`src/drc_pkg.sv`:
```
// ----------------------------------------------------------------------------
// drc_pkg: shared types and constants of the dirty rectangle coalescer
// Request and response payloads, command, status and register codes.
// ----------------------------------------------------------------------------
package drc_pkg;

   // Defaults of the top level parameters
   localparam int MAX_REGIONS_DEF = 16;
   localparam int COORD_BITS_DEF  = 13;

   // Fixed field widths of the ports
   localparam int CMD_W    = 2;
   localparam int EDGE_W   = 16;
   localparam int STATUS_W = 3;
   localparam int OUT_W    = 13;
   localparam int CSR_W    = 13;
   localparam int CSR_IDX_W = 1;

   // Commands
   localparam logic [CMD_W-1:0] CMD_ADD   = 2'd0;
   localparam logic [CMD_W-1:0] CMD_CLEAR = 2'd1;
   localparam logic [CMD_W-1:0] CMD_READ  = 2'd2;

   // Response status codes
   localparam logic [STATUS_W-1:0] ST_STORED  = 3'd0;
   localparam logic [STATUS_W-1:0] ST_EMPTY   = 3'd1;
   localparam logic [STATUS_W-1:0] ST_FULL    = 3'd2;
   localparam logic [STATUS_W-1:0] ST_CLEARED = 3'd3;
   localparam logic [STATUS_W-1:0] ST_READ    = 3'd4;

   // Register indexes and reset values
   localparam logic [CSR_IDX_W-1:0] REG_SCREEN_WIDTH  = 1'd0;
   localparam logic [CSR_IDX_W-1:0] REG_SCREEN_HEIGHT = 1'd1;
   localparam logic [CSR_W-1:0]     SCREEN_WIDTH_RST  = 13'd640;
   localparam logic [CSR_W-1:0]     SCREEN_HEIGHT_RST = 13'd480;

   typedef struct packed {
      logic [CMD_W-1:0]         command;
      logic signed [EDGE_W-1:0] rect_left;
      logic signed [EDGE_W-1:0] rect_top;
      logic signed [EDGE_W-1:0] rect_right;
      logic signed [EDGE_W-1:0] rect_bottom;
   } req_type;

   typedef struct packed {
      logic [STATUS_W-1:0] status;
      logic [OUT_W-1:0]    out_x;
      logic [OUT_W-1:0]    out_y;
      logic [OUT_W-1:0]    out_w;
      logic [OUT_W-1:0]    out_h;
      logic                last;
      logic                overflowed;
   } rsp_type;

endpackage

```
`src/drc_ram.sv`:
```
// ----------------------------------------------------------------------------
// drc_ram: generic simple dual-port RAM
// One write port, one read port with registered read data that holds while
// no read is issued.
// ----------------------------------------------------------------------------
module drc_ram #(
   parameter int WIDTH = 8,
   parameter int DEPTH = 16,
   localparam int ADDR_W = (DEPTH > 1) ? $clog2(DEPTH) : 1
) (
   input  logic              clock,
   input  logic              wr_en,
   input  logic [ADDR_W-1:0] wr_addr,
   input  logic [WIDTH-1:0]  wr_data,
   input  logic              rd_en,
   input  logic [ADDR_W-1:0] rd_addr,
   output logic [WIDTH-1:0]  rd_data
);

   logic [WIDTH-1:0] mem_ff [DEPTH];
   logic [WIDTH-1:0] rd_data_ff;

   always_ff @(posedge clock) begin
      if (wr_en) begin
         mem_ff[wr_addr] <= wr_data;
      end
      if (rd_en) begin
         rd_data_ff <= mem_ff[rd_addr];
      end
   end

   assign rd_data = rd_data_ff;

endmodule

```
`src/dirty_rect_coalescer.sv`:
```
// ----------------------------------------------------------------------------
// dirty_rect_coalescer: ordered table of dirty screen rectangles
// Sequence: clear and an empty read go straight to the response; a read gives one response per entry;
//   an unknown command is dropped with no response; an add clamps, scans the table in P passes
//   (1 to N+1, N entries), compacts when entries merged and appends, or ends on a full table or a clamped-empty box.
// Throughput: one request at a time; the next one is taken while a response waits.
// Reset: empty table, overflow flag clear, screen 640x480; the RAM is not cleared.
// ----------------------------------------------------------------------------
//
// The rectangle table lives in one simple dual-port RAM, one word per entry
// holding x, y, w and h. An add clamps the rectangle, then scans the table in
// passes: each entry that touches the growing box is merged and marked in a
// removal mask. Merging is monotone, so repeating passes until one pass merges
// nothing reaches the same set of merged entries as restarting after each
// merge. A compaction pass then copies the surviving entries down in order
// (write index never passes the read index, so no forwarding is needed) and
// the box is appended at the end.
module dirty_rect_coalescer #(
   parameter int MAX_REGIONS = drc_pkg::MAX_REGIONS_DEF,
   parameter int COORD_BITS  = drc_pkg::COORD_BITS_DEF
) (
   input  logic                           clock,
   input  logic                           reset,
   // request channel
   input  logic                           req_valid,
   output logic                           req_stall,
   input  drc_pkg::req_type               req_data,
   // response channel
   output logic                           rsp_valid,
   input  logic                           rsp_stall,
   output drc_pkg::rsp_type               rsp_data,
   // configuration port
   input  logic                           csr_we,
   input  logic [drc_pkg::CSR_IDX_W-1:0]  csr_index,
   input  logic [drc_pkg::CSR_W-1:0]      csr_wdata
);

   import drc_pkg::*;

   localparam int IDX_W  = (MAX_REGIONS > 1) ? $clog2(MAX_REGIONS) : 1;
   localparam int CNT_W  = $clog2(MAX_REGIONS + 1);
   localparam int WORD_W = 4 * COORD_BITS;
   localparam logic [COORD_BITS-1:0] COORD_MAX = '1;
   localparam logic [CNT_W-1:0]      CNT_FULL  = CNT_W'(MAX_REGIONS);

   typedef enum logic [7:0] {
      S_IDLE     = 8'b0000_0001,
      S_CLAMP    = 8'b0000_0010,
      S_SCAN     = 8'b0000_0100,
      S_COMPACT  = 8'b0000_1000,
      S_FINISH   = 8'b0001_0000,
      S_EMIT     = 8'b0010_0000,
      S_RD_ISSUE = 8'b0100_0000,
      S_RD_EMIT  = 8'b1000_0000
   } state_type;

   // Clamp a signed edge to [0, hi].
   function automatic logic [COORD_BITS-1:0] clamp_edge(
      input logic signed [EDGE_W-1:0] v,
      input logic [COORD_BITS-1:0]    hi
   );
      logic signed [EDGE_W:0] vv;
      logic signed [EDGE_W:0] hh;
      vv = (EDGE_W + 1)'(v);
      hh = $signed((EDGE_W + 1)'(hi));
      if (vv < 0) begin
         return '0;
      end else if (vv > hh) begin
         return hi;
      end else begin
         return COORD_BITS'(vv);
      end
   endfunction

   // ------------------------------------------------------------------
   // Registers
   // ------------------------------------------------------------------
   state_type              state_ff, state_in;
   req_type                req_ff, req_in;
   logic [CSR_W-1:0]       scr_w_ff, scr_w_in;
   logic [CSR_W-1:0]       scr_h_ff, scr_h_in;
   logic [CNT_W-1:0]       count_ff, count_in;
   logic                   ovf_ff, ovf_in;
   logic [COORD_BITS-1:0]  bl_ff, bl_in;     // box left
   logic [COORD_BITS-1:0]  bt_ff, bt_in;     // box top
   logic [COORD_BITS-1:0]  br_ff, br_in;     // box right, exclusive
   logic [COORD_BITS-1:0]  bb_ff, bb_in;     // box bottom, exclusive
   logic [MAX_REGIONS-1:0] removed_ff, removed_in;
   logic [CNT_W-1:0]       rm_cnt_ff, rm_cnt_in;
   logic                   merged_ff, merged_in;
   logic [CNT_W-1:0]       rd_idx_ff, rd_idx_in;
   logic [CNT_W-1:0]       wr_idx_ff, wr_idx_in;
   logic                   pend_ff, pend_in;
   logic [IDX_W-1:0]       pidx_ff, pidx_in;
   rsp_type                res_ff, res_in;
   logic                   rsp_valid_ff, rsp_valid_in;
   rsp_type                rsp_data_ff, rsp_data_in;

   // ------------------------------------------------------------------
   // Table RAM
   // ------------------------------------------------------------------
   logic              ram_wr_en;
   logic [IDX_W-1:0]  ram_wr_addr;
   logic [WORD_W-1:0] ram_wr_data;
   logic              ram_rd_en;
   logic [WORD_W-1:0] ram_rd_data;

   drc_ram #(
      .WIDTH (WORD_W),
      .DEPTH (MAX_REGIONS)
   ) u_table (
      .clock   (clock),
      .wr_en   (ram_wr_en),
      .wr_addr (ram_wr_addr),
      .wr_data (ram_wr_data),
      .rd_en   (ram_rd_en),
      .rd_addr (rd_idx_ff[IDX_W-1:0]),
      .rd_data (ram_rd_data)
   );

   // ------------------------------------------------------------------
   // Datapath helpers
   // ------------------------------------------------------------------
   logic                  req_acc;
   logic                  out_free;
   logic [COORD_BITS-1:0] sw_lim, sh_lim;
   logic [COORD_BITS-1:0] cl_l, cl_t, cl_r, cl_b;
   logic                  cl_empty;
   logic [COORD_BITS-1:0] cx, cy, cw, ch;
   logic [COORD_BITS:0]   c_right, c_bottom;
   logic [COORD_BITS-1:0] c_right_t, c_bottom_t;
   logic                  apart, hit, issue;

   assign req_acc  = req_valid && !req_stall;
   assign req_stall = (state_ff != S_IDLE);
   assign out_free = !rsp_valid_ff || !rsp_stall;

   // Saturate the screen size to the coordinate range.
   assign sw_lim = ((COORD_BITS + CSR_W)'(scr_w_ff) > (COORD_BITS + CSR_W)'(COORD_MAX)) ?
                   COORD_MAX : COORD_BITS'(scr_w_ff);
   assign sh_lim = ((COORD_BITS + CSR_W)'(scr_h_ff) > (COORD_BITS + CSR_W)'(COORD_MAX)) ?
                   COORD_MAX : COORD_BITS'(scr_h_ff);

   assign cl_l = clamp_edge(req_ff.rect_left, sw_lim);
   assign cl_t = clamp_edge(req_ff.rect_top, sh_lim);
   assign cl_r = clamp_edge(req_ff.rect_right, sw_lim);
   assign cl_b = clamp_edge(req_ff.rect_bottom, sh_lim);
   assign cl_empty = (cl_l >= cl_r) || (cl_t >= cl_b);

   // Unpack the entry held in the RAM's registered read data.
   assign cx = ram_rd_data[4*COORD_BITS-1:3*COORD_BITS];
   assign cy = ram_rd_data[3*COORD_BITS-1:2*COORD_BITS];
   assign cw = ram_rd_data[2*COORD_BITS-1:COORD_BITS];
   assign ch = ram_rd_data[COORD_BITS-1:0];
   assign c_right    = {1'b0, cx} + {1'b0, cw};
   assign c_bottom   = {1'b0, cy} + {1'b0, ch};
   assign c_right_t  = COORD_BITS'(c_right);
   assign c_bottom_t = COORD_BITS'(c_bottom);

   // Separated only when an edge lies strictly before the opposite edge.
   assign apart = ({1'b0, br_ff} < {1'b0, cx}) || (c_right < {1'b0, bl_ff}) ||
                  ({1'b0, bb_ff} < {1'b0, cy}) || (c_bottom < {1'b0, bt_ff});
   assign hit   = pend_ff && !removed_ff[pidx_ff] && !apart;
   assign issue = (rd_idx_ff < count_ff);

   // ------------------------------------------------------------------
   // Control
   // ------------------------------------------------------------------
   always_comb begin
      state_in     = state_ff;
      req_in       = req_ff;
      scr_w_in     = scr_w_ff;
      scr_h_in     = scr_h_ff;
      count_in     = count_ff;
      ovf_in       = ovf_ff;
      bl_in        = bl_ff;
      bt_in        = bt_ff;
      br_in        = br_ff;
      bb_in        = bb_ff;
      removed_in   = removed_ff;
      rm_cnt_in    = rm_cnt_ff;
      merged_in    = merged_ff;
      rd_idx_in    = rd_idx_ff;
      wr_idx_in    = wr_idx_ff;
      pend_in      = 1'b0;
      pidx_in      = pidx_ff;
      res_in       = res_ff;
      rsp_valid_in = out_free ? 1'b0 : rsp_valid_ff;
      rsp_data_in  = rsp_data_ff;
      ram_wr_en    = 1'b0;
      ram_wr_addr  = wr_idx_ff[IDX_W-1:0];
      ram_wr_data  = ram_rd_data;
      ram_rd_en    = 1'b0;

      // Configuration writes, taken in any state.
      if (csr_we) begin
         case (csr_index)
            REG_SCREEN_WIDTH: begin
               scr_w_in = csr_wdata;
            end
            REG_SCREEN_HEIGHT: begin
               scr_h_in = csr_wdata;
            end
            default: begin
            end
         endcase
      end

      case (state_ff)
         S_IDLE: begin
            if (req_acc) begin
               req_in = req_data;
               res_in = '0;
               res_in.last = 1'b1;
               case (req_data.command)
                  CMD_ADD: begin
                     state_in = S_CLAMP;
                  end
                  CMD_CLEAR: begin
                     count_in = '0;
                     ovf_in   = 1'b0;
                     res_in.status = ST_CLEARED;
                     state_in = S_EMIT;
                  end
                  CMD_READ: begin
                     rd_idx_in = '0;
                     if (count_ff == '0) begin
                        res_in.status = ST_READ;
                        state_in = S_EMIT;
                     end else begin
                        state_in = S_RD_ISSUE;
                     end
                  end
                  default: begin
                     // unknown command: drop it, no response
                     state_in = S_IDLE;
                  end
               endcase
            end
         end

         S_CLAMP: begin
            if (cl_empty) begin
               res_in.status = ST_EMPTY;
               state_in = S_EMIT;
            end else begin
               bl_in      = cl_l;
               bt_in      = cl_t;
               br_in      = cl_r;
               bb_in      = cl_b;
               removed_in = '0;
               rm_cnt_in  = '0;
               merged_in  = 1'b0;
               rd_idx_in  = '0;
               state_in   = S_SCAN;
            end
         end

         S_SCAN: begin
            if (issue) begin
               ram_rd_en = 1'b1;
               rd_idx_in = rd_idx_ff + 1'b1;
               pend_in   = 1'b1;
               pidx_in   = rd_idx_ff[IDX_W-1:0];
            end
            if (hit) begin
               // absorb the entry into the box
               bl_in = (cx < bl_ff) ? cx : bl_ff;
               bt_in = (cy < bt_ff) ? cy : bt_ff;
               br_in = (c_right_t > br_ff) ? c_right_t : br_ff;
               bb_in = (c_bottom_t > bb_ff) ? c_bottom_t : bb_ff;
               removed_in[pidx_ff] = 1'b1;
               rm_cnt_in = rm_cnt_ff + 1'b1;
               merged_in = 1'b1;
            end
            if (!issue && !pend_ff) begin
               if (merged_ff) begin
                  // box grew: run another pass
                  rd_idx_in = '0;
                  merged_in = 1'b0;
               end else if (rm_cnt_ff != '0) begin
                  rd_idx_in = '0;
                  wr_idx_in = '0;
                  state_in  = S_COMPACT;
               end else if (count_ff == CNT_FULL) begin
                  ovf_in = 1'b1;
                  res_in.status = ST_FULL;
                  res_in.out_x  = OUT_W'(bl_ff);
                  res_in.out_y  = OUT_W'(bt_ff);
                  res_in.out_w  = OUT_W'(br_ff - bl_ff);
                  res_in.out_h  = OUT_W'(bb_ff - bt_ff);
                  state_in = S_EMIT;
               end else begin
                  wr_idx_in = count_ff;
                  state_in  = S_FINISH;
               end
            end
         end

         S_COMPACT: begin
            if (issue) begin
               ram_rd_en = 1'b1;
               rd_idx_in = rd_idx_ff + 1'b1;
               pend_in   = 1'b1;
               pidx_in   = rd_idx_ff[IDX_W-1:0];
            end
            if (pend_ff && !removed_ff[pidx_ff]) begin
               // copy the survivor down
               ram_wr_en = 1'b1;
               wr_idx_in = wr_idx_ff + 1'b1;
            end
            if (!issue && !pend_ff) begin
               state_in = S_FINISH;
            end
         end

         S_FINISH: begin
            // append the box
            ram_wr_en   = 1'b1;
            ram_wr_data = {bl_ff, bt_ff, br_ff - bl_ff, bb_ff - bt_ff};
            count_in    = wr_idx_ff + 1'b1;
            res_in.status = ST_STORED;
            res_in.out_x  = OUT_W'(bl_ff);
            res_in.out_y  = OUT_W'(bt_ff);
            res_in.out_w  = OUT_W'(br_ff - bl_ff);
            res_in.out_h  = OUT_W'(bb_ff - bt_ff);
            state_in = S_EMIT;
         end

         S_EMIT: begin
            if (out_free) begin
               rsp_valid_in = 1'b1;
               rsp_data_in  = res_ff;
               rsp_data_in.overflowed = ovf_ff;
               state_in = S_IDLE;
            end
         end

         S_RD_ISSUE: begin
            ram_rd_en = 1'b1;
            state_in  = S_RD_EMIT;
         end

         S_RD_EMIT: begin
            if (out_free) begin
               rsp_valid_in = 1'b1;
               rsp_data_in.status     = ST_READ;
               rsp_data_in.out_x      = OUT_W'(cx);
               rsp_data_in.out_y      = OUT_W'(cy);
               rsp_data_in.out_w      = OUT_W'(cw);
               rsp_data_in.out_h      = OUT_W'(ch);
               rsp_data_in.last       = (CNT_W'(rd_idx_ff + 1'b1) == count_ff);
               rsp_data_in.overflowed = ovf_ff;
               rd_idx_in = rd_idx_ff + 1'b1;
               state_in  = (CNT_W'(rd_idx_ff + 1'b1) == count_ff) ? S_IDLE : S_RD_ISSUE;
            end
         end

         default: begin
            state_in = S_IDLE;
         end
      endcase
   end

   always_ff @(posedge clock) begin
      if (reset) begin
         state_ff     <= S_IDLE;
         scr_w_ff     <= SCREEN_WIDTH_RST;
         scr_h_ff     <= SCREEN_HEIGHT_RST;
         count_ff     <= '0;
         ovf_ff       <= 1'b0;
         removed_ff   <= '0;
         rm_cnt_ff    <= '0;
         merged_ff    <= 1'b0;
         rd_idx_ff    <= '0;
         wr_idx_ff    <= '0;
         pend_ff      <= 1'b0;
         rsp_valid_ff <= 1'b0;
      end else begin
         state_ff     <= state_in;
         scr_w_ff     <= scr_w_in;
         scr_h_ff     <= scr_h_in;
         count_ff     <= count_in;
         ovf_ff       <= ovf_in;
         removed_ff   <= removed_in;
         rm_cnt_ff    <= rm_cnt_in;
         merged_ff    <= merged_in;
         rd_idx_ff    <= rd_idx_in;
         wr_idx_ff    <= wr_idx_in;
         pend_ff      <= pend_in;
         rsp_valid_ff <= rsp_valid_in;
      end
   end

   // Payload registers, no reset
   always_ff @(posedge clock) begin
      req_ff      <= req_in;
      bl_ff       <= bl_in;
      bt_ff       <= bt_in;
      br_ff       <= br_in;
      bb_ff       <= bb_in;
      pidx_ff     <= pidx_in;
      res_ff      <= res_in;
      rsp_data_ff <= rsp_data_in;
   end

   assign rsp_valid = rsp_valid_ff;
   assign rsp_data  = rsp_data_ff;

`ifndef SYNTH
   // Compaction writes never overtake the reads they copy from.
   assert property (@(posedge clock) disable iff (reset)
      (state_ff == S_COMPACT) |-> (wr_idx_ff <= rd_idx_ff))
      else $error("compaction write index passed read index");

   // The removal mask and its counter agree during a scan.
   assert property (@(posedge clock) disable iff (reset)
      (state_ff == S_SCAN) |-> ($countones(removed_ff) == 32'(rm_cnt_ff)))
      else $error("removal mask and counter disagree");

   // An append always has a free slot.
   assert property (@(posedge clock) disable iff (reset)
      (state_ff == S_FINISH) |-> (wr_idx_ff < CNT_FULL))
      else $error("append into a full table");

   // A clear empties the table and drops the overflow flag.
   assert property (@(posedge clock) disable iff (reset)
      (req_acc && (req_data.command == CMD_CLEAR)) |=> ((count_ff == '0) && !ovf_ff))
      else $error("clear did not empty the table");
`endif

endmodule

```
`config.mk`:
```
export PLATFORM = sky130hd
export DESIGN_NAME = dirty_rect_coalescer
export DESIGN_NICKNAME = d
export VERILOG_FILES = /design/src/drc_pkg.sv /design/src/drc_ram.sv /design/src/dirty_rect_coalescer.sv
export SDC_FILE = /design/constraint.sdc
export NUM_CORES = 2
export LEC_CHECK = 0
export CORE_ASPECT_RATIO = 0.75
export CORE_MARGIN = 2
export CORE_UTILIZATION = 58
export CTS_CLUSTER_SIZE = 30
export DETAILED_ROUTE_END_ITERATION = 10
export DONT_BUFFER_PORTS = 1
export GPL_ROUTABILITY_DRIVEN = 1
export MAX_ROUTING_LAYER = met4
export PLACE_DENSITY = 0.85
export SETUP_SLACK_MARGIN = 0.15
export SYNTH_ARGS = -nofsm -noshare
export SYNTH_HDL_FRONTEND = slang
export SYNTH_SLANG_ARGS = --single-unit
```
`constraint.sdc`:
```
create_clock -name clock -period 15.9 [get_ports clock]
set_input_delay 2.385 -clock clock [delete_from_list [all_inputs] [get_ports clock]]
set_output_delay 2.385 -clock clock [all_outputs]
set_load 0.01 [all_outputs]
```
# Yosys cells after proc, flatten, opt, wreduce, memory -nomap -nowiden
# Memories as Yosys holds them, arrays and structs flattened. A register that Yosys moved wholly into a read port is not among the register bits.
# Index checks and enable logic that the tools add are counted.
# word_totals
reg_bits,306
mem_bits_rw,832
input_bits,85
out_inout_bits,59
elab_cells,245
memories,1
# mem_list
name,words,width,rd,rd_clocked_by_memory_dff,wr,line,text
u_table.mem_ff,16,52,1,1,1,drc_ram.sv:20,logic [WIDTH-1:0] mem_ff [DEPTH];
# classes
n_addsub,7
order_cmp,21
eq_ne,32
muxes,99
bitwise_logic,3
reduce_logical,49
# op_table
cell,count
2-to-1 mux 13 bit,20
2-to-1 mux 55 bit,4
2-to-1 mux 57 bit,3
one-hot mux 52 bit (3 select lines),1
one-hot mux 57 bit (2 select lines),1
one-hot mux 13 bit (2 select lines),4
2-to-1 mux 5 bit,16
greater-than comparator 16 x 14 -> 1 bit,4
"< comparator 16 x 1 -> 1 bit, second input constant",4
one-hot mux 8 bit (8 select lines),1
2-to-1 mux 8 bit,7
< comparator 13 bit,4
2-to-1 mux 52 bit,1
2-to-1 mux 16 bit,2
"!= test 2 bit, second input constant",16
one-hot mux 16 bit (2 select lines),1
one-hot mux 5 bit (2 select lines),3
adder 13 x 13 -> 14 bit,2
< comparator 14 x 13 -> 1 bit,2
greater-or-equal comparator 13 bit,2
greater-than comparator 13 bit,2
subtractor 13 bit,2
one-hot mux 5 bit (5 select lines),1
one-hot mux 7 bit (3 select lines),1
46 further kinds,107

# Logic depth before layout (Yosys ltp)
# logic_depth
ltp_word,11
mapped_depth,21
mapped_depth_nobuf,17

# Modules after synthesis
# From an unflattened synthesis, not the netlist that was laid out.
# hier_totals
hier_cells,3352
area_unflattened_um2,52326.4
# modules_own_cells
module,instances,cells_per_inst,area_each_um2,seq_area_each_um2
drc_ram,1,1344,32736.4,26545.5
dirty_rect_coalescer,1,2008,19590.0,8448.1

# Worst setup path before layout
# No wires, ideal clock.
# synth_timing
kind,input to register
startpoint,input port req_valid
endpoint,"register res_ff[10] in the netlist's numbering, enable pin"
setup_ns,0.493
arrival_time_ns,5.189
required_time_ns,15.407
setup_slack_ns,10.218
stages,2
path_buffers,0
path_cell_list,o21ai_0 > a31oi_1
# synth_between
elab_chain_len,3
# synth_lines
item,line,text
start: declaration,dirty_rect_coalescer.sv:25,"input logic req_valid,"
logical AND 1 bit,dirty_rect_coalescer.sv:134,assign req_acc = req_valid && !req_stall;
!= test 2 bit (no source line),--,
AND reduction 6 bit (no source line),--,
end signal: assignment,dirty_rect_coalescer.sv:403,res_ff <= res_in;
end: declaration,dirty_rect_coalescer.sv:95,"rsp_type res_ff, res_in;"
# No other way between the ends.
# A chain may end at the register's enable or synchronous reset.

# Worst setup path in the final report
# layout_timing
startpoint,register req_ff[31] in the netlist's numbering
endpoint,"register br_ff[10], enable pin"
# layout_between
elab_chain_len,7
elab_cells_between_ends,8
cone_classes,order compare: 3; eq/ne: 1; mux: 2; reduce/logical: 2
# layout_lines
item,line,text
start: declaration,dirty_rect_coalescer.sv:79,"req_type req_ff, req_in;"
start signal: assignment,dirty_rect_coalescer.sv:397,req_ff <= req_in;
greater-than comparator 16 x 14 -> 1 bit,dirty_rect_coalescer.sv:68,end else if (vv > hh) begin
2-to-1 mux 13 bit,dirty_rect_coalescer.sv:68,
2-to-1 mux 13 bit (*),dirty_rect_coalescer.sv:66,if (vv < 0) begin
greater-or-equal comparator 13 bit (*),dirty_rect_coalescer.sv:148,assign cl_empty = (cl_l >= cl_r) || (cl_t >= cl_b);
logical OR 1 bit (*),dirty_rect_coalescer.sv:148,
!= test 2 bit (no source line) (*),--,
AND reduction 4 bit (no source line) (*),--,
end signal: assignment,dirty_rect_coalescer.sv:400,br_ff <= br_in;
end: declaration,dirty_rect_coalescer.sv:86,"logic [COORD_BITS-1:0] br_ff, br_in;"
# Mark *: on every way between the ends. The rest lies on a longest branch, timed or not.

==> metrics.md <==
| Metric | Value |
|---|---|
| Status | finished, final reports clean |
| Least-Margin Pin Slew | 1.27 ns |
| Syn-to-layout area delta | 9.41% |
| CTS tree | built |
| Die height | 266 um |
| Most used DFF post-synth | edfxtp_1 |
| Final hold violation count | 0 |
| Post-cts resize count | 0 |
| Final worst clock skew | 0.0378 ns |
| Post-cts hold buffer count | 0 |
| Setup bufs post-CTS | 0 |
| Critical-path cell list | or3_1, nor3_1, nand2_1, a211oi_2, o31ai_4, buf_4, mux2i_1, or2_2, ha_1, a21o_1, a211o_1, a221oi_1, nand3_1, nor2_1, a31oi_1, a21oi_1 |
| DR vias | 32.2k |
| Layout fillers | 6148 |
| Max Clk Rate | 0.172 GHz |
| Slew Limit Fails | 0 |
| Combinational power share | 5.2% |
| Syn avg cell area | 15.7 um2 |
| Yosys Warn Count | 0 |
| Arrival time worst endpoint | 6.11 ns |
| Pleak | 19.6 nW |
| GRT Total Usage | 31.7% |
| WP data required | 16.19 ns |
| Skew-Pair Late Insertion Delay | 0.70 ns |
| Power Internal | 4.88 mW |
| Post-synth EDFFs | 1116 |
| Area taken by multi-input logic gates | 17000 um2 |
| Min Hold Slack | 0.454 ns |
| Clock Path Buffers | 3 |
| Yosys cell types | 78 |
| DR WL/cell | 30.3 um |
| Clock Sinks | 1190 |
| Number of global-route vias before repair | 31.8k |
| Fraction of layout cells with a size suffix above 1 | 16.6% |
| Clock slew at reported path FFs | 0.07 ns |
| CP endpoint kind | flop |
| Startpoint Class | flop |
| Starting density of the core | 58.3% |
| CTS Buf Count | 103 |
| Cell Pwr Density | 109 nW/um2 |
| Mapped Cells | 3376 |
| Worst VDD drop | 179 uV |
| Sw frac | 22.6% |
| Reg-to-reg slack, setup | 10.08 ns |
| Crit-path leading delay family | compound AO/OA/AOI/OAI gates |
| Nets | 3750 |
| Drt first pass iters | 8 |
| First-pass GRT wire length | 211000 um |
| Clock Power Share | 39.1% |
| Max FO, Critical Path | 29 |
| Tmin final | 5.82 ns |
| # IOs | 144 |
| Ys async rst share | 0% |
| Final setup violation count | 0 |
| Detail Placement HPWL | 88800 um |
| Root buf cell | clkbuf_16 |
| Row count | 96 |
| H-tree levels | 3 |
| RSZ-0062 raised after global routing | no |
| Min-Delay Path Class | reg2reg |
| Total of max-cap violations | 0 |
| Max-slew headroom at the worst pin | 15.1% |
| Slowest-stage cell, CP | a21oi_1 |
| Fin crit share | 36.6% |
| GPL Wtd Cong | 0.982 |
| Initial antenna violation count | 12 |
| Area of the core | 91000 um2 |
| Grt ovf | 0 |
| Synthesized cell area | 53100 um2 |
| Register Area | 35000 um2 |
| Drt total wl | 144000 um |
| Die area | 93900 um2 |
| Buffers on Ports | 0 |
| Post-DR vias/cell | 6.80 |
| Syn_nets | 3707 |
| Max stage delay on crit path | 1.01 ns |
| WS Path Type | reg2reg |
| Switch Pwr | 1.43 mW |
| DRT iter0 DRCs | 5166 |
| Largest net degree at the start of global routing | 105 |
| #FFs+latches synth | 1190 |
| Register area share after synthesis | 65.9% |
| Die Wd | 353 um |
| DRC violation count after routing | 0 |
| TNS Setup | 0 ns |
| Buf+Inv Stages, Crit Path | 1 |
| Post-DRT Antenna Nets | 0 |
| Seq pwr share | 55.7% |
-- flip-flops by register name, indices dropped and copies added, names as in the netlist, 16 cells and up, named ones only --
name	flops
rsp_data	57
removed_ff	16
res_ff	55
u_table.mem_ff	832
u_table.rd_data	52
req_ff	64
-- synth_stat cells, types with 14 or more instances --
cell type / number / area [um2]
nor3b_1: 19 / 143
inv_1: 140 / 526
nand3_1: 57 / 285
nor4_1: 19 / 119
xor2_1: 18 / 158
mux2i_1: 41 / 410
o31ai_1: 29 / 218
a221o_1: 14 / 140
o21ai_0: 157 / 786
nand2_1: 313 / 1170
nand4_1: 29 / 181
edfxtp_1: 1116 / 33500
a21o_1: 34 / 255
a211oi_1: 17 / 128
or2_2: 26 / 163
buf_1: 31 / 116
nor2_1: 149 / 559
nand2b_1: 19 / 119
nor3_1: 28 / 140
o21a_1: 17 / 128
mux4_2: 264 / 5950
dfxtp_1: 74 / 1480
a21oi_1: 121 / 606
xnor2_1: 33 / 289
a31oi_1: 36 / 225
nor2b_1: 14 / 87.6
a2111oi_0: 16 / 140
ha_1: 242 / 3030
clkbuf_1: 102 / 383
and2_1: 35 / 219
buf_2: 17 / 85.1
-- worst register-to-register path: cells and delay by family (launching register included) --
family / cells / cell delay, ns
flops: 1 / 0.74
mux: 1 / 0.17
fa+ha+maj: 1 / 0.30
compound gates: 7 / 2.45
simple gates: 6 / 1.54
buf+inv: 1 / 0.23
-- layout make-up --
type	instances	share of cell area [%]
multi-input cells	1892	29.3
inverters	141	0.912
clock buffers	122	4.65
diodes	9	0.0388
flip-flops and latches	1190	60.3
clock inverters	70	0.948
well taps	1225	2.64
repair buffers	91	1.18
-- power by group through the flow --
stage               clock network (mW)  logic [mW]  registers [mW]
global route                      2.58       0.353            3.52
CTS                               2.47       0.316            3.51
global placement                     0       0.306            3.58
detailed placement                   0       0.311            3.58
finish                            2.46       0.328            3.52
floorplan                            0       0.203            3.57
-- layer usage --
| layer | share of wire [%] | track usage (%) | routed length [um] |
|---|---|---|---|
| met5 | 0 | - | 0 |
| met4 | 3.8 | 10.5 | 5480 |
| met3 | 12 | 6.82 | 17900 |
| met2 | 47 | 48.9 | 67600 |
| met1 | 37 | 42.5 | 52700 |
-- placed cells by master, fill, tap and decap left out, types with 28 or more instances in the layout --
cell type,n
mux4_2,264
clkbuf_16,104
nor3_1,28
a21o_1,34
mux2i_1,41
buf_4,91
nor2_1,147
xnor2_1,33
nand3_1,57
ha_1,242
a31oi_1,35
nand2_1,312
inv_1,140
dfxtp_1,70
nand4_1,29
edfxtp_1,1116
a21oi_1,120
o21ai_0,156
-- kinds of logic (layout without fill, tap and decap cells) --
group	Yosys count	after routing	synth area share, %
flops	1190	1190	65.9
simple gates	775	775	7.06
compound gates	515	515	6.16
mux	305	305	12.0
buf+inv	294	424	2.16
fa+ha+maj	246	246	5.86
xor+xnor	51	51	0.842
other cells	0	9	0
-- through the flow --
stage / power (mW) / cells / area, um2 / util, % / setup slack [ns]
floorplan: 3.77 / 3376 / 53100 / - / 10.22
global placement: 3.89 / 4539 / 54800 / 60.2 / 10.32
detailed placement: 3.89 / 4539 / 54800 / 60.2 / 10.19
CTS: 6.30 / 4731 / 58000 / 63.7 / 10.18
global route: 6.45 / 4734 / 58000 / 63.7 / 9.65
finish: 6.31 / 4740 / 58100 / 63.8 / 10.08
-- worst paths after layout --
check / startpoint / endpoint / depth (start not counted)
worst max register to register: req_ff[31] / br_ff[10] / 16
worst max-delay path: req_ff[31] / br_ff[10] / 16
worst min-delay path: ovf_ff / rsp_data[0] / 0
worst min register to register: ovf_ff / rsp_data[0] / 0
No activity file was read; power rests on OpenSTA's default activity.
